==> src/rtl/core/bhp_pkg.sv <==
// Shared types and constants for the pixel color-space converter.
// The stage record is handed from the front stage through every divider cell.
package bhp_pkg;

  localparam int unsigned PIX_W   = 8;
  localparam int unsigned Q_W     = 8;   // quotient bits, one per cell
  localparam int unsigned SAT_N_W = 17;  // 510*delta + max
  localparam int unsigned SAT_D_W = 9;   // 2*max
  localparam int unsigned HUE_N_W = 20;  // 510*sum + 6*delta
  localparam int unsigned HUE_D_W = 12;  // 12*delta
  localparam int unsigned SUM_W   = 12;  // signed hue sum before wrap
  localparam int unsigned CELLS   = Q_W;

  // 2*255: numerator scale that folds the half-up rounding into a floor divide
  localparam logic [HUE_N_W-1:0] SCALE2 = HUE_N_W'(510);

  typedef struct packed {
    logic [SAT_N_W-1:0] sat_rem;
    logic [SAT_D_W-1:0] sat_div;
    logic [Q_W-1:0]     sat_q;
    logic [HUE_N_W-1:0] hue_rem;
    logic [HUE_D_W-1:0] hue_div;
    logic [Q_W-1:0]     hue_q;
    logic [PIX_W-1:0]   value;
  } stage_t;

endpackage

==> src/rtl/core/bhp_prep.sv <==
// Front stage: max/min, delta, hue sum and the two dividend/divisor pairs.
// Depends on bhp_pkg for the stage record and field widths.
module bhp_prep (
  input  logic            clk,
  input  logic            rst_n,
  input  logic            in_valid,
  output logic            in_ready,
  input  logic [7:0]      blue,
  input  logic [7:0]      green,
  input  logic [7:0]      red,
  output logic            out_valid,
  input  logic            out_ready,
  output bhp_pkg::stage_t out_stage
);
  import bhp_pkg::*;

  logic [PIX_W-1:0] mx;
  logic [PIX_W-1:0] mn;
  logic [PIX_W-1:0] dl;
  logic [SUM_W-1:0] d2;
  logic [SUM_W-1:0] d4;
  logic [SUM_W-1:0] d6;
  logic [SUM_W-1:0] sum;
  logic [SUM_W-1:0] sum_w;
  stage_t           stage_nxt;
  stage_t           stage_r;
  logic             valid_r;

  always_comb begin
    mx = red;
    if (green > mx) mx = green;
    if (blue > mx) mx = blue;
    mn = red;
    if (green < mn) mn = green;
    if (blue < mn) mn = blue;
    dl = mx - mn;
    d2 = {3'b000, dl, 1'b0};
    d4 = {2'b00, dl, 2'b00};
    d6 = d2 + d4;

    // red wins ties over green, green over blue
    priority if (red == mx) begin
      sum = {4'b0000, green} - {4'b0000, blue};
    end else if (green == mx) begin
      sum = d2 + {4'b0000, blue} - {4'b0000, red};
    end else begin
      sum = d4 + {4'b0000, red} - {4'b0000, green};
    end
    // wrap a negative angle into one full circle
    sum_w = sum[SUM_W-1] ? sum + d6 : sum;

    stage_nxt.value = mx;
    stage_nxt.sat_q = '0;
    stage_nxt.hue_q = '0;
    if (dl == '0) begin
      // gray: divide zero by one so both quotients come out zero
      stage_nxt.sat_rem = '0;
      stage_nxt.sat_div = SAT_D_W'(1);
      stage_nxt.hue_rem = '0;
      stage_nxt.hue_div = HUE_D_W'(1);
    end else begin
      stage_nxt.sat_rem = SAT_N_W'(HUE_N_W'(dl) * SCALE2) + SAT_N_W'(mx);
      stage_nxt.sat_div = {1'b0, mx} << 1;
      stage_nxt.hue_rem = HUE_N_W'(sum_w[SUM_W-2:0]) * SCALE2 + HUE_N_W'(d6);
      stage_nxt.hue_div = HUE_D_W'(d6) << 1;
    end
  end

  assign in_ready  = !valid_r || out_ready;
  assign out_valid = valid_r;
  assign out_stage = stage_r;

  always_ff @(posedge clk) begin
    if (!rst_n) begin
      valid_r <= 1'b0;
    end else if (in_ready) begin
      valid_r <= in_valid;
    end
  end

  always_ff @(posedge clk) begin
    if (in_valid && in_ready) begin
      stage_r <= stage_nxt;
    end
  end

endmodule

==> src/rtl/core/bhp_div_cell.sv <==
// One restoring-division cell: settles quotient bit BIT of both dividers.
// Depends on bhp_pkg for the stage record passed between neighbors.
module bhp_div_cell #(
  parameter int unsigned BIT = 0
) (
  input  logic            clk,
  input  logic            rst_n,
  input  logic            in_valid,
  output logic            in_ready,
  input  bhp_pkg::stage_t in_stage,
  output logic            out_valid,
  input  logic            out_ready,
  output bhp_pkg::stage_t out_stage
);
  import bhp_pkg::*;

  logic [SAT_N_W-1:0] sat_trial;
  logic [HUE_N_W-1:0] hue_trial;
  logic               sat_take;
  logic               hue_take;
  stage_t             stage_nxt;
  stage_t             stage_r;
  logic               valid_r;

  always_comb begin
    sat_trial = SAT_N_W'(in_stage.sat_div) << BIT;
    hue_trial = HUE_N_W'(in_stage.hue_div) << BIT;
    sat_take  = in_stage.sat_rem >= sat_trial;
    hue_take  = in_stage.hue_rem >= hue_trial;

    stage_nxt = in_stage;
    if (sat_take) stage_nxt.sat_rem = in_stage.sat_rem - sat_trial;
    if (hue_take) stage_nxt.hue_rem = in_stage.hue_rem - hue_trial;
    stage_nxt.sat_q[BIT] = sat_take;
    stage_nxt.hue_q[BIT] = hue_take;
  end

  assign in_ready  = !valid_r || out_ready;
  assign out_valid = valid_r;
  assign out_stage = stage_r;

  always_ff @(posedge clk) begin
    if (!rst_n) begin
      valid_r <= 1'b0;
    end else if (in_ready) begin
      valid_r <= in_valid;
    end
  end

  always_ff @(posedge clk) begin
    if (in_valid && in_ready) begin
      stage_r <= stage_nxt;
    end
  end

endmodule

==> src/rtl/core/bgr_to_hsv_pixel_core.sv <==
// Blue/green/red to hue/saturation/value converter, one 8-bit pixel per beat.
// Takes one pixel every clock unless out_tready backpressure fills the row, and
// returns one result per pixel: one front stage finds max, min and the hue sum, then a row
// of eight restoring-division cells settles one quotient bit each for the
// saturation and hue dividers side by side. Every stage holds its beat under
// backpressure and refills as soon as its neighbor frees, so bubbles close up.
// Depends on bhp_pkg, bhp_prep and bhp_div_cell.
module bgr_to_hsv_pixel_core (
  input  logic        clk,
  input  logic        rst_n,
  input  logic        in_tvalid,
  output logic        in_tready,
  input  logic [23:0] in_tdata,   // blue[7:0], green[15:8], red[23:16]
  output logic        out_tvalid,
  input  logic        out_tready,
  output logic [23:0] out_tdata   // hue[7:0], saturation[15:8], brightness[23:16]
);
  import bhp_pkg::*;

  stage_t pipe  [0:CELLS];
  logic   valid [0:CELLS];
  logic   ready [0:CELLS];

  bhp_prep u_prep (
    .clk       (clk),
    .rst_n     (rst_n),
    .in_valid  (in_tvalid),
    .in_ready  (in_tready),
    .blue      (in_tdata[7:0]),
    .green     (in_tdata[15:8]),
    .red       (in_tdata[23:16]),
    .out_valid (valid[0]),
    .out_ready (ready[0]),
    .out_stage (pipe[0])
  );

  for (genvar i = 0; i < CELLS; i++) begin : g_cell
    bhp_div_cell #(
      .BIT (CELLS - 1 - i)
    ) u_cell (
      .clk       (clk),
      .rst_n     (rst_n),
      .in_valid  (valid[i]),
      .in_ready  (ready[i]),
      .in_stage  (pipe[i]),
      .out_valid (valid[i+1]),
      .out_ready (ready[i+1]),
      .out_stage (pipe[i+1])
    );
  end

  assign ready[CELLS] = out_tready;
  assign out_tvalid   = valid[CELLS];
  assign out_tdata    = {pipe[CELLS].value, pipe[CELLS].sat_q, pipe[CELLS].hue_q};

endmodule

==> config.mk <==
export PLATFORM = sky130hd
export DESIGN_NAME = bgr_to_hsv_pixel_core
export DESIGN_NICKNAME = d
export VERILOG_FILES = /design/src/rtl/core/bhp_pkg.sv /design/src/rtl/core/bhp_prep.sv /design/src/rtl/core/bhp_div_cell.sv /design/src/rtl/core/bgr_to_hsv_pixel_core.sv
export SDC_FILE = /design/constraint.sdc
export NUM_CORES = 1
export LEC_CHECK = 0
export CORE_MARGIN = 1.5
export CORE_UTILIZATION = 58
export CTS_BUF_LIST = sky130_fd_sc_hd__clkbuf_4
export DETAILED_ROUTE_END_ITERATION = 12
export DONT_BUFFER_PORTS = 1
export PLACE_DENSITY = 0.76
export SETUP_SLACK_MARGIN = 0.5
export SLEW_MARGIN = 20
export SYNTH_ARGS = -nofsm -noshare
export SYNTH_HDL_FRONTEND = slang
export SYNTH_SLANG_ARGS = --single-unit
==> constraint.sdc <==
create_clock -name clk -period 14.4 [get_ports clk]
set_clock_uncertainty 0.1 [all_clocks]
set_input_delay 0.72 -clock clk [delete_from_list [all_inputs] [get_ports clk]]
set_output_delay 0.72 -clock clk [all_outputs]
set_load 0.05 [all_outputs]
==> results of run 1 <==
## cell usage after synthesis, types with 61 or more instances
master and n:
sky130_fd_sc_hd__nor2b_1 67, sky130_fd_sc_hd__edfxtp_1 576, sky130_fd_sc_hd__nor2_1 223, sky130_fd_sc_hd__fa_1 82
sky130_fd_sc_hd__o21ai_0 120, sky130_fd_sc_hd__a21oi_1 295, sky130_fd_sc_hd__a21o_1 84, sky130_fd_sc_hd__inv_1 465
sky130_fd_sc_hd__xor2_1 86, sky130_fd_sc_hd__o21bai_1 61, sky130_fd_sc_hd__ha_1 342, sky130_fd_sc_hd__xnor2_1 192
sky130_fd_sc_hd__nand2_1 142
## how the worst min path moves through the flow
| stage | start | endpoint | slack, ns | cells after the start |
|---|---|---|---|---|
| 2_1_floorplan | u_prep.out_stage[0]$_DFFE_PP_ | g_cell[0].u_cell.out_stage[0]$_DFFE_PP_ | 0.30 | 0 |
| 3_3_place_gp | g_cell[6].u_cell.out_stage[49]$_DFFE_PP_ | g_cell[7].u_cell.out_stage[49]$_DFFE_PP_ | 0.30 | 0 |
| 3_5_place_dp | g_cell[1].u_cell.out_stage[0]$_DFFE_PP_ | g_cell[2].u_cell.out_stage[0]$_DFFE_PP_ | 0.30 | 0 |
| 4_1_cts | out_tready | g_cell[7].u_cell.out_valid$_SDFFE_PN0P_ | 0.04 | 2 |
| 5_1_grt | out_tready | g_cell[7].u_cell.out_valid$_SDFFE_PN0P_ | 0.05 | 2 |
| 6_report | out_tready | g_cell[7].u_cell.out_valid$_SDFFE_PN0P_ | 0.13 | 2 |
## placed cells by master, fill, tap and decap left out, drive strengths merged, types with 26 or more instances in the layout
| cell | synthesis | routed |
|---|---|---|
| edfxtp | 576 | 576 |
| nor3 | 44 | 44 |
| o21bai | 62 | 62 |
| a21oi | 298 | 298 |
| clkinv | 1 | 33 |
| nand3 | 42 | 42 |
| nand2b | 45 | 45 |
| buf | 8 | 47 |
| clkbuf | 41 | 194 |
| fa | 82 | 82 |
| ha | 342 | 342 |
| nor2 | 225 | 225 |
| inv | 466 | 473 |
| nand4 | 31 | 31 |
| xor2 | 87 | 87 |
| xnor2 | 194 | 194 |
| nor4 | 26 | 26 |
| a21o | 84 | 84 |
| nand2 | 143 | 143 |
| nor2b | 67 | 67 |
| o21ai | 129 | 129 |
## flip-flops by register name, indices dropped and copies added (netlist names)
register                 cells
g_cell.u_cell.out_valid      8
g_cell.u_cell.out_stage    514
u_prep.out_stage            62
u_prep.out_valid             1
## through the flow
stage	utilization, %	area, sq um	hold WS [ns]	cells	setup slack [ns]
after global placement	60.62	37340	0.3027	4072	0.6076
after CTS	63.32	39000	0.03766	4308	1.188
after detailed placement	60.62	37340	0.3045	4072	0.2733
final	63.41	39060	0.1326	4312	1.314
after floorplan	-	36060	0.3003	3239	0.9132
after global routing	63.40	39060	0.05134	4311	0.5243
## per-layer routing
metal  up-vias  wire length (um)  track usage (%)
li1      11766                 -                -
met1     11196             28300            24.57
met2       524             38020            43.64
met3       183              2358            3.409
met4         0              2869            11.69
met5         -                 0                0
## critical path, delay by kind of cell
family / cells / cell delay, ns
fa+ha+maj: 12 / 4.95
buf+inv: 7 / 0.74
simple gates: 11 / 1.28
xor+xnor: 7 / 1.27
mux: 1 / 0.15
compound gates: 18 / 4.34
## repair_timing
action,CTS,global route
hold buffers,2,0
setup endpoints to repair,0,1
hold endpoints to repair,9,0
setup buffers,0,2
gates resized for setup,0,9
## cells by family after synthesis
logic type / count (synthesis) / share of synthesized area, %
fa+ha+maj: 429 / 16.56
compound gates: 695 / 12.03
simple gates: 698 / 9.552
xor+xnor: 282 / 6.981
buf+inv: 516 / 5.399
flops: 585 / 48.47
mux: 34 / 1.013
## final cells by class
type                       instances  area [sq um]  area share, %
tap                              837          1047          2.681
timing repair buffer              49         372.9         0.9546
clock buffer                     194          1456          3.729
inverter                         467          1753          4.488
clock inverter                    40         183.9         0.4709
sequential                       585         17480          44.75
antenna                            2         5.005        0.01281
multi-input combinational       2138         16760          42.92
==> impl_metrics.prom, run 1 <==
# TYPE chip_impl_metric gauge
chip_impl_info{name="r2r-start",value="g_cell[5].u_cell.out_stage[56]$_DFFE_PP_"} 1
chip_impl_info{name="cts.root.buffer_cell",value="sky130_fd_sc_hd__clkbuf_4"} 1
chip_impl_metric{name="dr.pass1.iters",unit=""} 5
chip_impl_metric{name="total_routed_length",unit="um"} 71560
chip_impl_metric{name="pin_count",unit=""} 54
chip_impl_info{name="dominantRegCellSynth",value="sky130_fd_sc_hd__edfxtp_1"} 1
chip_impl_metric{name="final_antenna_net_count",unit=""} 0
chip_impl_metric{name="place.detailed.hpwl",unit="um"} 56550
chip_impl_info{name="worst_reg2reg_path_endpoint",value="g_cell[6].u_cell.out_stage[81]$_DFFE_PP_"} 1
chip_impl_metric{name="layout-drive-gt1-share",unit="%"} 9.243
chip_impl_metric{name="num-nets-final",unit=""} 3831
chip_impl_metric{name="asyncSetResetFlopFracSynth",unit="%"} 0
chip_impl_metric{name="reg2regPathDepth",unit=""} 17
chip_impl_metric{name="fillerInstances",unit=""} 4643
chip_impl_info{name="crit_top_cell",value="sky130_fd_sc_hd__ha_1"} 1
chip_impl_metric{name="floorplan.initialDensity",unit="%"} 58.54
chip_impl_metric{name="post_route_setup_tns",unit="ns"} 0
chip_impl_metric{name="gp_congestion",unit=""} 0.9225
chip_impl_metric{name="synth_fp_nets",unit=""} 3691
chip_impl_metric{name="antenna_violations_before_repair",unit=""} 1
chip_impl_metric{name="clock_tree.buffer_depth",unit=""} 3
chip_impl_metric{name="die_height",unit="um"} 252.3
chip_impl_info{name="worstHoldPathType",value="in -> reg"} 1
chip_impl_metric{name="avgRoutedWirePerCell",unit="um"} 16.59
chip_impl_metric{name="synth.avg_cell_area",unit="sq um"} 11.13
chip_impl_metric{name="max_slew.worst_pin.slew",unit="ns"} 0.9417
chip_impl_metric{name="cts_buffer_count",unit=""} 138
chip_impl_metric{name="finalCriticalPeriod",unit="ns"} 13.09
chip_impl_info{name="worst_path_max_delay_cell",value="sky130_fd_sc_hd__a21oi_1"} 1
chip_impl_metric{name="cap_viol_max_count",unit=""} 0
chip_impl_metric{name="worst-endpoint-required",unit="ns"} 14.83
chip_impl_metric{name="ys_ff_latch",unit=""} 585
chip_impl_metric{name="grt_pass1_wl",unit="um"} 116800
chip_impl_metric{name="achievable-frequency",unit="GHz"} 0.07642
chip_impl_metric{name="clkTransAtPathRegs",unit="ns"} 0.07
chip_impl_metric{name="post-route-period-util",unit="%"} 90.88
chip_impl_metric{name="relSlewSlack",unit="%"} 37.22
chip_impl_metric{name="seq_area_frac_synth",unit="%"} 48.47
chip_impl_info{name="status",value="completed"} 1
chip_impl_metric{name="floorplan.die.width",unit="um"} 252.3
chip_impl_info{name="grt_setup_unrepaired",value="false"} 1
chip_impl_metric{name="report.final.slew_viol_count",unit=""} 0
chip_impl_metric{name="setup_viol_count_final",unit=""} 0
chip_impl_metric{name="clock_insertion_delay_at_the_later_pin_of_the_skew_report",unit="ns"} 0.83
chip_impl_metric{name="yosys.area.top_type_share",unit="%"} 47.97
chip_impl_metric{name="htree_levels",unit=""} 4
chip_impl_info{name="critPathCaptureType",value="flip-flop"} 1
chip_impl_metric{name="report.final.hold_viol_count",unit=""} 0
chip_impl_metric{name="gr-usage-all-layers",unit="%"} 22.97
chip_impl_info{name="setup.worst_path.start_class",value="input pin"} 1
chip_impl_info{name="synth_top_area_cell",value="sky130_fd_sc_hd__edfxtp_1"} 1
chip_impl_metric{name="synthDistinctLibCells",unit=""} 95
chip_impl_metric{name="die_area",unit="sq um"} 63680
chip_impl_info{name="ys_top_cells_by_area",value="sky130_fd_sc_hd__edfxtp_1 (48%), sky130_fd_sc_hd__ha_1 (12%), sky130_fd_sc_hd__inv_1 (4.8%), sky130_fd_sc_hd__xnor2_1 (4.7%), sky130_fd_sc_hd__fa_1 (4.6%)"} 1
chip_impl_metric{name="synth_edf_count",unit=""} 576
chip_impl_metric{name="detailedRoute.firstIterationViolations",unit=""} 1018
chip_impl_info{name="timing.setup.critical_path_class",value="in -> reg"} 1
chip_impl_info{name="critical_path.endpoint",value="u_prep.out_stage[47]$_SDFFCE_PP0P_"} 1
chip_impl_metric{name="overflow",unit=""} 0
chip_impl_info{name="source_of_the_critical_timing_path",value="in_tdata[21]"} 1
chip_impl_metric{name="clkSinkCount",unit=""} 585
chip_impl_metric{name="number_of_rows_created_at_floorplan",unit=""} 91
chip_impl_metric{name="grt_pass1_vias",unit=""} 24632
chip_impl_metric{name="timing.critical_path.fanout_max",unit=""} 8
chip_impl_metric{name="route.vias.total",unit=""} 23669
chip_impl_metric{name="layout-area-overhead-vs-synth",unit="%"} 8.314
chip_impl_info{name="clock_tree_from_tritoncts",value="yes"} 1
chip_impl_metric{name="syn-instance-count",unit=""} 3239
chip_impl_metric{name="core_area",unit="sq um"} 61600
chip_impl_metric{name="route.detailed.drc",unit=""} 0
chip_impl_metric{name="grt_start_max_net_pins",unit=""} 75
chip_impl_metric{name="r2r_setup_slack",unit="ns"} 9.66
chip_impl_metric{name="critical_path.max_stage_delay",unit="ns"} 0.63
chip_impl_metric{name="post_synth_instance_area",unit="sq um"} 36060
chip_impl_metric{name="count_of_buffers_from_port_buffering",unit=""} 0
chip_impl_metric{name="synth_warnings",unit=""} 0
chip_impl_metric{name="vias_per_cell",unit=""} 5.489
chip_impl_metric{name="worstPathArrival",unit="ns"} 13.52
Power of run 1 is not shown: default switching activity piles up to over one toggle a cycle in this logic, so the estimate is an artifact.
==> run 2, diff against run 1 <==
- PLACE_DENSITY: 0.76 -> 0.74
- clock period: 14.4 -> 16 ns (I/O delays scaled with it)
==> impl_metrics.prom, run 2 (synthesis results as in run 1) <==
# TYPE chip_impl_metric gauge
chip_impl_metric{name="min_delay_path_depth",unit=""} 2
chip_impl_metric{name="place_area",unit="sq um"} 37150
chip_impl_metric{name="layout-area-overhead-vs-synth",unit="%"} 8.119
chip_impl_metric{name="antenna_violations_before_repair",unit=""} 1
chip_impl_metric{name="grt_start_max_net_pins",unit=""} 77
chip_impl_metric{name="stdcell_area",unit="sq um"} 38990
chip_impl_info{name="mostFrequentLayoutCell",value="sky130_fd_sc_hd__edfxtp_1"} 1
chip_impl_metric{name="count_of_buffers_from_port_buffering",unit=""} 0
chip_impl_metric{name="seq_area",unit="sq um"} 17480
chip_impl_metric{name="worst-endpoint-required",unit="ns"} 16.46
chip_impl_info{name="hold_start",value="in_tvalid"} 1
chip_impl_metric{name="number_of_rows_created_at_floorplan",unit=""} 91
chip_impl_metric{name="die_area",unit="sq um"} 63680
chip_impl_info{name="status",value="completed"} 1
chip_impl_metric{name="place.detailed.instances",unit=""} 4046
chip_impl_metric{name="die_height",unit="um"} 252.3
chip_impl_metric{name="grt_pass1_wl",unit="um"} 116400
chip_impl_info{name="cts.root.buffer_cell",value="sky130_fd_sc_hd__clkbuf_4"} 1
chip_impl_metric{name="achievable-frequency",unit="GHz"} 0.06877
chip_impl_info{name="leading_cell_types_in_the_layout_fill_and_taps_excluded",value="sky130_fd_sc_hd__edfxtp_1 (576), sky130_fd_sc_hd__inv_1 (465), sky130_fd_sc_hd__ha_1 (342)"} 1
chip_impl_info{name="clock_tree_from_tritoncts",value="yes"} 1
chip_impl_metric{name="multi_input_comb_area",unit="sq um"} 16740
chip_impl_metric{name="route.vias.total",unit=""} 23492
chip_impl_info{name="grt_setup_unrepaired",value="false"} 1
chip_impl_metric{name="htree_levels",unit=""} 4
chip_impl_metric{name="num-nets-final",unit=""} 3802
chip_impl_metric{name="fillerInstances",unit=""} 4681
chip_impl_metric{name="avgRoutedWirePerCell",unit="um"} 16.76
chip_impl_metric{name="final_instance_count_without_filler_cells",unit=""} 4296
chip_impl_info{name="r2r-start",value="g_cell[5].u_cell.out_stage[56]$_DFFE_PP_"} 1
chip_impl_metric{name="post_route_setup_tns",unit="ns"} 0
chip_impl_metric{name="clkTransAtPathRegs",unit="ns"} 0.07
chip_impl_metric{name="grt_pass1_vias",unit=""} 24169
chip_impl_info{name="timing.setup.critical_path_class",value="in -> reg"} 1
chip_impl_metric{name="cts_post_setup_buffers_inserted",unit=""} 0
chip_impl_info{name="worst_reg2reg_path_endpoint",value="g_cell[6].u_cell.out_stage[81]$_DFFE_PP_"} 1
chip_impl_metric{name="report.final.hold_viol_count",unit=""} 0
chip_impl_info{name="worstHoldPathType",value="in -> reg"} 1
chip_impl_metric{name="vias_per_cell",unit=""} 5.468
chip_impl_info{name="crit_top_cell",value="sky130_fd_sc_hd__inv_1"} 1
chip_impl_metric{name="clock_insertion_delay_at_the_later_pin_of_the_skew_report",unit="ns"} 0.85
chip_impl_metric{name="reg2regPathDepth",unit=""} 17
chip_impl_metric{name="floorplan.initialDensity",unit="%"} 58.54
chip_impl_info{name="critPathCaptureType",value="flip-flop"} 1
chip_impl_metric{name="largest_reg_flops",unit=""} 514
chip_impl_metric{name="worstPathArrival",unit="ns"} 15.00
chip_impl_metric{name="gr-usage-all-layers",unit="%"} 23.00
chip_impl_info{name="critical_path.endpoint",value="u_prep.out_stage[47]$_SDFFCE_PP0P_"} 1
chip_impl_metric{name="final_antenna_net_count",unit=""} 0
chip_impl_metric{name="setup_viol_count_final",unit=""} 0
chip_impl_metric{name="post-route-period-util",unit="%"} 90.88
chip_impl_metric{name="max_slew.worst_pin.slew",unit="ns"} 0.9924
chip_impl_metric{name="floorplan.die.width",unit="um"} 252.3
chip_impl_info{name="setup.worst_path.start_class",value="input pin"} 1
chip_impl_metric{name="clkSinkCount",unit=""} 585
chip_impl_metric{name="report.final.slew_viol_count",unit=""} 0
chip_impl_metric{name="overflow",unit=""} 0
chip_impl_metric{name="dr.pass1.iters",unit=""} 5
chip_impl_metric{name="worst_hold_slack",unit="ns"} 0.1200
chip_impl_info{name="source_of_the_critical_timing_path",value="in_tdata[19]"} 1
chip_impl_metric{name="relSlewSlack",unit="%"} 33.65
chip_impl_metric{name="gp_congestion",unit=""} 0.8967
chip_impl_metric{name="cap_viol_max_count",unit=""} 0
chip_impl_metric{name="pin_count",unit=""} 54
chip_impl_metric{name="route.detailed.drc",unit=""} 0
chip_impl_metric{name="r2r_setup_slack",unit="ns"} 11.42
chip_impl_metric{name="place.detailed.hpwl",unit="um"} 56630
chip_impl_metric{name="timing.critical_path.fanout_max",unit=""} 10
chip_impl_metric{name="clock_tree.buffer_depth",unit=""} 3
chip_impl_metric{name="core_area",unit="sq um"} 61600
chip_impl_metric{name="critical_path.max_stage_delay",unit="ns"} 0.71
chip_impl_metric{name="finalCriticalPeriod",unit="ns"} 14.54
chip_impl_metric{name="detailedRoute.firstIterationViolations",unit=""} 1048
chip_impl_info{name="worst_path_max_delay_cell",value="sky130_fd_sc_hd__a21oi_1"} 1
chip_impl_metric{name="total_routed_length",unit="um"} 72020
chip_impl_metric{name="cts_buffer_count",unit=""} 138
chip_impl_metric{name="layout-drive-gt1-share",unit="%"} 8.878
[run 2: timing repair]
action / in CTS / in global routing
hold endpoints to repair: 9 / 0
resized for setup: 0 / 2
endpoints found under the setup margin: 0 / 1
hold buffers: 1 / 0
[run 2: worst min-delay path by stage]
stage / end / slack [ns]
after CTS: u_prep.out_valid$_SDFFE_PN0N_ / 0.03
after detailed placement: g_cell[1].u_cell.out_stage[5]$_DFFE_PP_ / 0.30
after floorplan: g_cell[0].u_cell.out_stage[0]$_DFFE_PP_ / 0.30
final: u_prep.out_valid$_SDFFE_PN0N_ / 0.12
after global routing: u_prep.out_valid$_SDFFE_PN0N_ / 0.1
after global placement: g_cell[1].u_cell.out_stage[0]$_DFFE_PP_ / 0.30
[run 2: critical path, delay by kind of cell]
kind            cells  cell delay [ns]
compound gates     23             6.34
mux                 1             0.39
simple gates       12             1.61
buf+inv             7             0.87
fa+ha+maj           9             3.98
xor+xnor            5             1.00
[run 2: routing by layer]
metal | track usage, % | share of wire (%) | up-vias
met5 | 0 | 0 | -
met4 | 12.04 | 4.2 | 0
met3 | 3.100 | 2.9 | 184
met2 | 42.98 | 52 | 461
met1 | 25.29 | 41 | 11105
li1 | - | - | 11742
[run 2: layout make-up]
cell class	instances	share of cell area [%]
Tap cell	837	2.686
Inverter	467	4.496
Timing Repair Buffer	20	0.3915
Clock buffer	212	4.082
Clock inverter	36	0.5777
Multi-Input combinational cell	2138	42.93
Antenna cell	1	0.006418
Sequential cell	585	44.83
[run 2: stage by stage]
step / setup slack (ns) / util [%]
global placement: 0.9244 / 60.30
CTS: 1.185 / 63.27
global route: 0.5655 / 63.29
floorplan: 2.433 / -
finish: 1.459 / 63.29
detailed placement: 0.2717 / 60.30
Power of run 2 is left out for the same reason.
